<file path="src/rtl/pgma_pkg.sv">
package pgma_pkg;

  localparam int CORDIC_STEPS = 18;
  localparam int SQRT_BITS    = 17;
  localparam logic [14:0] PHI_RIGHT = 15'd11520;
  localparam logic [14:0] PHI_HALF  = 15'd23040;

  localparam logic [1:0] REG_FRAME_WIDTH  = 2'd0;
  localparam logic [1:0] REG_FRAME_HEIGHT = 2'd1;

  typedef struct packed {
    logic signed [8:0] dx;
    logic signed [8:0] dy;
    logic [11:0]       row;
    logic [9:0]        col;
    logic              last;
    logic              fend;
  } job_t;

  typedef struct packed {
    logic               valid;
    logic signed [26:0] x;
    logic signed [26:0] y;
    logic signed [24:0] z;
    logic [31:0]        s;
    logic [16:0]        m;
    logic [33:0]        m2;
    logic               x_zero;
    logic               y_zero;
    logic               flip;
    logic [11:0]        row;
    logic [9:0]         col;
    logic               last;
    logic               fend;
  } cell_t;

  // atan(2^-i) in 2^-16 degree
  function automatic logic [22:0] atan_q16(input int i);
    logic [22:0] v;
    case (i)
      0:  v = 23'd2949120;
      1:  v = 23'd1740967;
      2:  v = 23'd919879;
      3:  v = 23'd466945;
      4:  v = 23'd234379;
      5:  v = 23'd117304;
      6:  v = 23'd58666;
      7:  v = 23'd29335;
      8:  v = 23'd14668;
      9:  v = 23'd7334;
      10: v = 23'd3667;
      11: v = 23'd1833;
      12: v = 23'd917;
      13: v = 23'd458;
      14: v = 23'd229;
      15: v = 23'd115;
      16: v = 23'd57;
      17: v = 23'd29;
      default: v = 23'd0;
    endcase
    return v;
  endfunction

endpackage

</file>
<file path="src/rtl/pgma_cell.sv">
module pgma_cell #(
  parameter int IDX = 0
) (
  input  logic            clk,
  input  logic            rst,
  input  logic            en,
  input  pgma_pkg::cell_t d,
  output pgma_pkg::cell_t q
);

  localparam int B = pgma_pkg::SQRT_BITS - 1 - IDX;

  pgma_pkg::cell_t n;
  logic signed [26:0] xs, ys;
  logic signed [24:0] a;

  assign xs = d.x >>> IDX;
  assign ys = d.y >>> IDX;
  assign a  = $signed({2'b00, pgma_pkg::atan_q16(IDX)});

  always_comb begin
    n = d;
    if (!d.y[26]) begin
      n.x = d.x + ys;
      n.y = d.y - xs;
      n.z = d.z + a;
    end else begin
      n.x = d.x - ys;
      n.y = d.y + xs;
      n.z = d.z - a;
    end
    if (B >= 0) begin
      logic [33:0] t2;
      t2 = d.m2 + (34'(d.m) << (B + 1)) + (34'd1 << (2 * B));
      if (t2 <= 34'(d.s)) begin
        n.m  = d.m | (17'd1 << B);
        n.m2 = t2;
      end
    end
  end

  always_ff @(posedge clk) begin
    if (rst) begin
      q.valid <= 1'b0;
    end else if (en) begin
      q.valid <= d.valid;
    end
  end

  always_ff @(posedge clk) begin
    if (en) begin
      q.x <= n.x; q.y <= n.y; q.z <= n.z; q.s <= n.s; q.m <= n.m; q.m2 <= n.m2;
      q.x_zero <= n.x_zero; q.y_zero <= n.y_zero; q.flip <= n.flip;
      q.row <= n.row; q.col <= n.col; q.last <= n.last; q.fend <= n.fend;
    end
  end

endmodule

</file>
<file path="config.mk">
export PLATFORM = sky130hd
export DESIGN_NAME = pgma_cell
export DESIGN_NICKNAME = d
export VERILOG_FILES = /design/src/rtl/pgma_pkg.sv /design/src/rtl/pgma_cell.sv
export SDC_FILE = /design/constraint.sdc
export NUM_CORES = 1
export LEC_CHECK = 0
export BUFFER_PORTS_ARGS = -buffer_cell sky130_fd_sc_hd__buf_2
export CAP_MARGIN = 10
export CELL_PAD_IN_SITES_DETAIL_PLACEMENT = 1
export CELL_PAD_IN_SITES_GLOBAL_PLACEMENT = 1
export CORE_MARGIN = 5
export CORE_UTILIZATION = 36
export CTS_CLUSTER_DIAMETER = 150
export DETAILED_ROUTE_END_ITERATION = 16
export PLACE_DENSITY = 0.82
export SYNTH_ARGS = -nofsm -noshare
export SYNTH_HDL_FRONTEND = slang
export SYNTH_SLANG_ARGS = --single-unit
</file>
<file path="constraint.sdc">
create_clock -name clk -period 4.6 [get_ports clk]
set_input_delay 0.46 -clock clk [delete_from_list [all_inputs] [get_ports clk]]
set_output_delay 0.46 -clock clk [all_outputs]
set_load 0.1 [all_outputs]
</file>
==> impl_summary.log <==
INFO  metric fp.dieArea = 37300 um2
INFO  metric gr-total-overflow = 0
INFO  metric syn-mean-instance-area = 11.0 um2
INFO  metric dpl_cell_area = 14600 um2
INFO  metric fin_nets = 1837
INFO  metric flip_flop_count_of_the_largest_register_after_layout = 189
INFO  metric core_region_area = 33300 um2
INFO  metric final_area = 15400 um2
INFO  metric drt_first_pass_iters = 5
INFO  metric setup-violations-final = 0
INFO  metric area_of_combinational_cells_with_multiple_inputs = 5860 um2
INFO  metric gp_congestion = 0.883
INFO  metric cp.arrival = 4.70 ns
INFO  metric setup_repair_after_global_routing_missed_its_margin = no
INFO  metric synth_edf_count = 188
INFO  metric wl_per_cell = 21.4 um
INFO  metric antenna_found_initial = 5
INFO  metric fin_tns_setup = 0 ns
INFO  metric hold_critical_path_endpoint = q[19]
INFO  metric max_cap_viol_count = 0
INFO  metric htreeDepth = 4
INFO  metric place_hpwl = 33900 um
INFO  metric timing.critical_path.required = 4.78 ns
INFO  metric final.fill_count = 3739
INFO  metric syn_area = 12100 um2
INFO  metric final_layout_size_suffix_gt1_frac = 0.318
INFO  metric worstSetupEndpointType = flop
INFO  metric crit_path_max_fanout = 6
INFO  metric ys_ff_latch = 189
INFO  metric drc = 0
INFO  metric place.port_buffers = 382
INFO  metric maxClockFrequency = 0.221 GHz
INFO  metric largest_registers = q x189
INFO  metric worst_r2r_startpoint = q[189]
INFO  metric std_cell_rows = 67
INFO  metric path_class = in -> reg
INFO  metric via_count_of_the_first_global_routing_pass = 10.8k
INFO  metric numCtsBuffers = 17
INFO  metric route.vias.total = 10.1k
INFO  metric r2r_setup_slk = 3.96 ns
INFO  metric min-delay-path-class = in -> reg
INFO  metric min_setup_slack_post_route = 0.0808 ns
INFO  metric finClkSkew = 0 ns
INFO  metric grt_max_degree = 107
INFO  metric synth-async-reset-ratio = 0
INFO  metric detail_route.iter0.violations = 537
INFO  metric synth_cells = 1099
INFO  metric slew-limit-headroom = 0.396
INFO  metric drt.antenna.violating_nets = 0
INFO  metric initial_utilization = 0.363
INFO  metric place.detailed.instances = 1918
INFO  metric clock_path_buffers = 2
INFO  metric worst_ir_drop_vdd = 0.341 mV
INFO  metric ctsRootBufferMaster = sky130_fd_sc_hd__clkbuf_16
INFO  metric cellPowerDensity = 439 nW/um2
INFO  metric clkLatencyLatePin = 0.43 ns
INFO  metric register_containing_the_most_flip_flops_in_the_final_layout = q
INFO  metric period_minus_slack = 4.52 ns
INFO  metric capture_point_of_the_worst_reg_to_reg_path = q[189]
INFO  metric final.period_utilization = 0.982
INFO  metric tritoncts_clock_tree = built
INFO  metric ys_dominant_reg_cell = sky130_fd_sc_hd__edfxtp_1
INFO  metric run_status = completed
INFO  metric final_cells = 1953
INFO  metric worst_tran_pin_value = 0.906 ns
INFO  metric synthesis.yosys.warnings = 0
INFO  metric synth_unique_cells = 72
INFO  metric yosysSeqAreaShare = 0.470
INFO  metric pin_count = 383
INFO  metric hold_path_origin = d[19]
INFO  metric grt_first_pass_wirelength = 61500 um
INFO  metric via_per_inst = 5.19
INFO  metric holdPathStages = 1
INFO  metric clock_transition_at_the_registers_of_the_reported_paths = 0.10 ns
INFO  metric worstRegToRegCells = 2
INFO  metric final_hold_viol_count = 0
INFO  metric holdBufCountCts = 0
INFO  metric clock-sinks = 189
INFO  metric dpl_worst_slack = -0.355 ns
INFO  metric postRouteWirelength = 41700 um
INFO  metric syn_nets = 1445
INFO  metric die_x = 193 um
INFO  metric worst_setup_path_start_kind = primary input
INFO  metric leakage = 0.00700 uW
INFO  metric area.sequential = 5670 um2
INFO  metric gr-usage-all-layers = 0.215
INFO  metric final_max_slew_viol_count = 0
INFO  metric die_height = 193 um
INFO  metric area_delta_synth_final = 27.3%
==> cell usage after synthesis (11+ instances only) <==
| cell type | count | area [um2] |
|---|---|---|
| sky130_fd_sc_hd__a211oi_1 | 13 | 97.6 |
| sky130_fd_sc_hd__a21o_1 | 23 | 173 |
| sky130_fd_sc_hd__a21oi_1 | 92 | 460 |
| sky130_fd_sc_hd__clkbuf_1 | 25 | 93.8 |
| sky130_fd_sc_hd__edfxtp_1 | 188 | 5650 |
| sky130_fd_sc_hd__ha_1 | 148 | 1850 |
| sky130_fd_sc_hd__inv_1 | 118 | 443 |
| sky130_fd_sc_hd__nand2_1 | 46 | 173 |
| sky130_fd_sc_hd__nand2b_1 | 11 | 68.8 |
| sky130_fd_sc_hd__nand4_1 | 12 | 75.1 |
| sky130_fd_sc_hd__nor2_1 | 74 | 278 |
| sky130_fd_sc_hd__nor2b_1 | 16 | 100 |
| sky130_fd_sc_hd__nor3_1 | 16 | 80.1 |
| sky130_fd_sc_hd__o21ai_0 | 57 | 285 |
| sky130_fd_sc_hd__o21bai_1 | 21 | 158 |
| sky130_fd_sc_hd__xnor2_1 | 58 | 508 |
| sky130_fd_sc_hd__xor2_1 | 14 | 123 |
==> cell families after synthesis <==
kind of cell / share of synthesized area
AOI/OAI and AO/OA: 0.157
xor gates and xnor gates: 0.0523
adders and majority gates: 0.162
buffers and inverters: 0.0497
DFF: 0.470
muxes: 0.0245
and+or+nand+nor: 0.0852
==> final cells by class <==
| class | instances | area share |
|---|---|---|
| multi-input cells | 754 | 0.382 |
| flip-flops and latches | 189 | 0.369 |
| repair buffers | 406 | 0.140 |
| well taps | 448 | 0.0365 |
| inverters | 123 | 0.0301 |
| clock buffers | 17 | 0.0277 |
| clock inverters | 15 | 0.0148 |
| diodes | 1 | 0.000163 |
==> cell usage in the layout, fill, tap and decap left out, types with 8 or more instances in the layout <==
cell type                     n
sky130_fd_sc_hd__buf_2      381
sky130_fd_sc_hd__edfxtp_1   188
sky130_fd_sc_hd__ha_1       145
sky130_fd_sc_hd__inv_1      118
sky130_fd_sc_hd__a21oi_1     91
sky130_fd_sc_hd__nor2_1      74
sky130_fd_sc_hd__xnor2_1     57
sky130_fd_sc_hd__o21ai_0     55
sky130_fd_sc_hd__nand2_1     46
sky130_fd_sc_hd__a21o_1      23
sky130_fd_sc_hd__o21bai_1    21
sky130_fd_sc_hd__buf_4       19
sky130_fd_sc_hd__clkbuf_16   18
sky130_fd_sc_hd__nor2b_1     16
sky130_fd_sc_hd__nor3_1      16
sky130_fd_sc_hd__xor2_1      14
sky130_fd_sc_hd__a211oi_1    12
sky130_fd_sc_hd__nand4_1     12
sky130_fd_sc_hd__nand2b_1    11
sky130_fd_sc_hd__nand3_1     10
sky130_fd_sc_hd__o211ai_1    10
sky130_fd_sc_hd__o31ai_1     10
sky130_fd_sc_hd__mux2i_1     10
sky130_fd_sc_hd__o21a_1       9
sky130_fd_sc_hd__mux2_2       8
==> metrics by stage <==
step | power (uW) | util | hold WS, ns
after global placement | 5050 | 0.440 | 0.467
after global routing | 7020 | 0.461 | 0.146
after CTS | 6760 | 0.459 | 0.156
after floorplan | 4440 | - | 0.532
final | 6740 | 0.461 | 0.179
after detailed placement | 5110 | 0.440 | 0.523
==> critical path, stage by stage <==
cell and delay (ns):
sky130_fd_sc_hd__buf_2 0.13, sky130_fd_sc_hd__ha_4 0.24, sky130_fd_sc_hd__ha_4 0.18, sky130_fd_sc_hd__fa_2 0.38, sky130_fd_sc_hd__a211oi_2 0.20, sky130_fd_sc_hd__nor2_1 0.11, sky130_fd_sc_hd__o31a_1 0.31, sky130_fd_sc_hd__o21a_1 0.23
sky130_fd_sc_hd__o21ai_2 0.16, sky130_fd_sc_hd__nand2b_1 0.09, sky130_fd_sc_hd__a21oi_2 0.18, sky130_fd_sc_hd__xnor2_2 0.16, sky130_fd_sc_hd__ha_4 0.24, sky130_fd_sc_hd__a21oi_1 0.15, sky130_fd_sc_hd__nor2b_1 0.06, sky130_fd_sc_hd__o21ai_1 0.12
sky130_fd_sc_hd__nand2b_1 0.08, sky130_fd_sc_hd__a221o_1 0.36, sky130_fd_sc_hd__a211oi_4 0.23, sky130_fd_sc_hd__buf_6 0.16, sky130_fd_sc_hd__buf_12 0.13, sky130_fd_sc_hd__mux2_2 0.33
==> worst max-delay path by stage <==
stage / from / end / depth (start not counted)
floorplan: d[44] / q[52] / 20
global placement: d[44] / q[46] / 21
detailed placement: d[45] / q[46] / 21
CTS: d[45] / q[48] / 21
global route: d[44] / q[48] / 22
finish: d[45] / q[48] / 22
==> routing by layer <==
metal	up-vias	routed length (um)	track usage
li1	4767	-	-
met1	4983	16900	0.254
met2	317	21300	0.392
met3	70	2370	0.0439
met4	8	1160	0.0640
met5	-	54	0
==> power by group <==
part / total (uW) / switching, uW / internal [uW]
clock network: 1630 / 852 / 779
registers: 2200 / 60.1 / 2140
logic: 2910 / 2250 / 661
==> timing repair <==
item                                    4_1_cts  5_1_grt
gates resized for setup                       0        5
endpoints found under the setup margin        0       15
buffers inserted                              0        1
(Power assumes the default switching activity.)
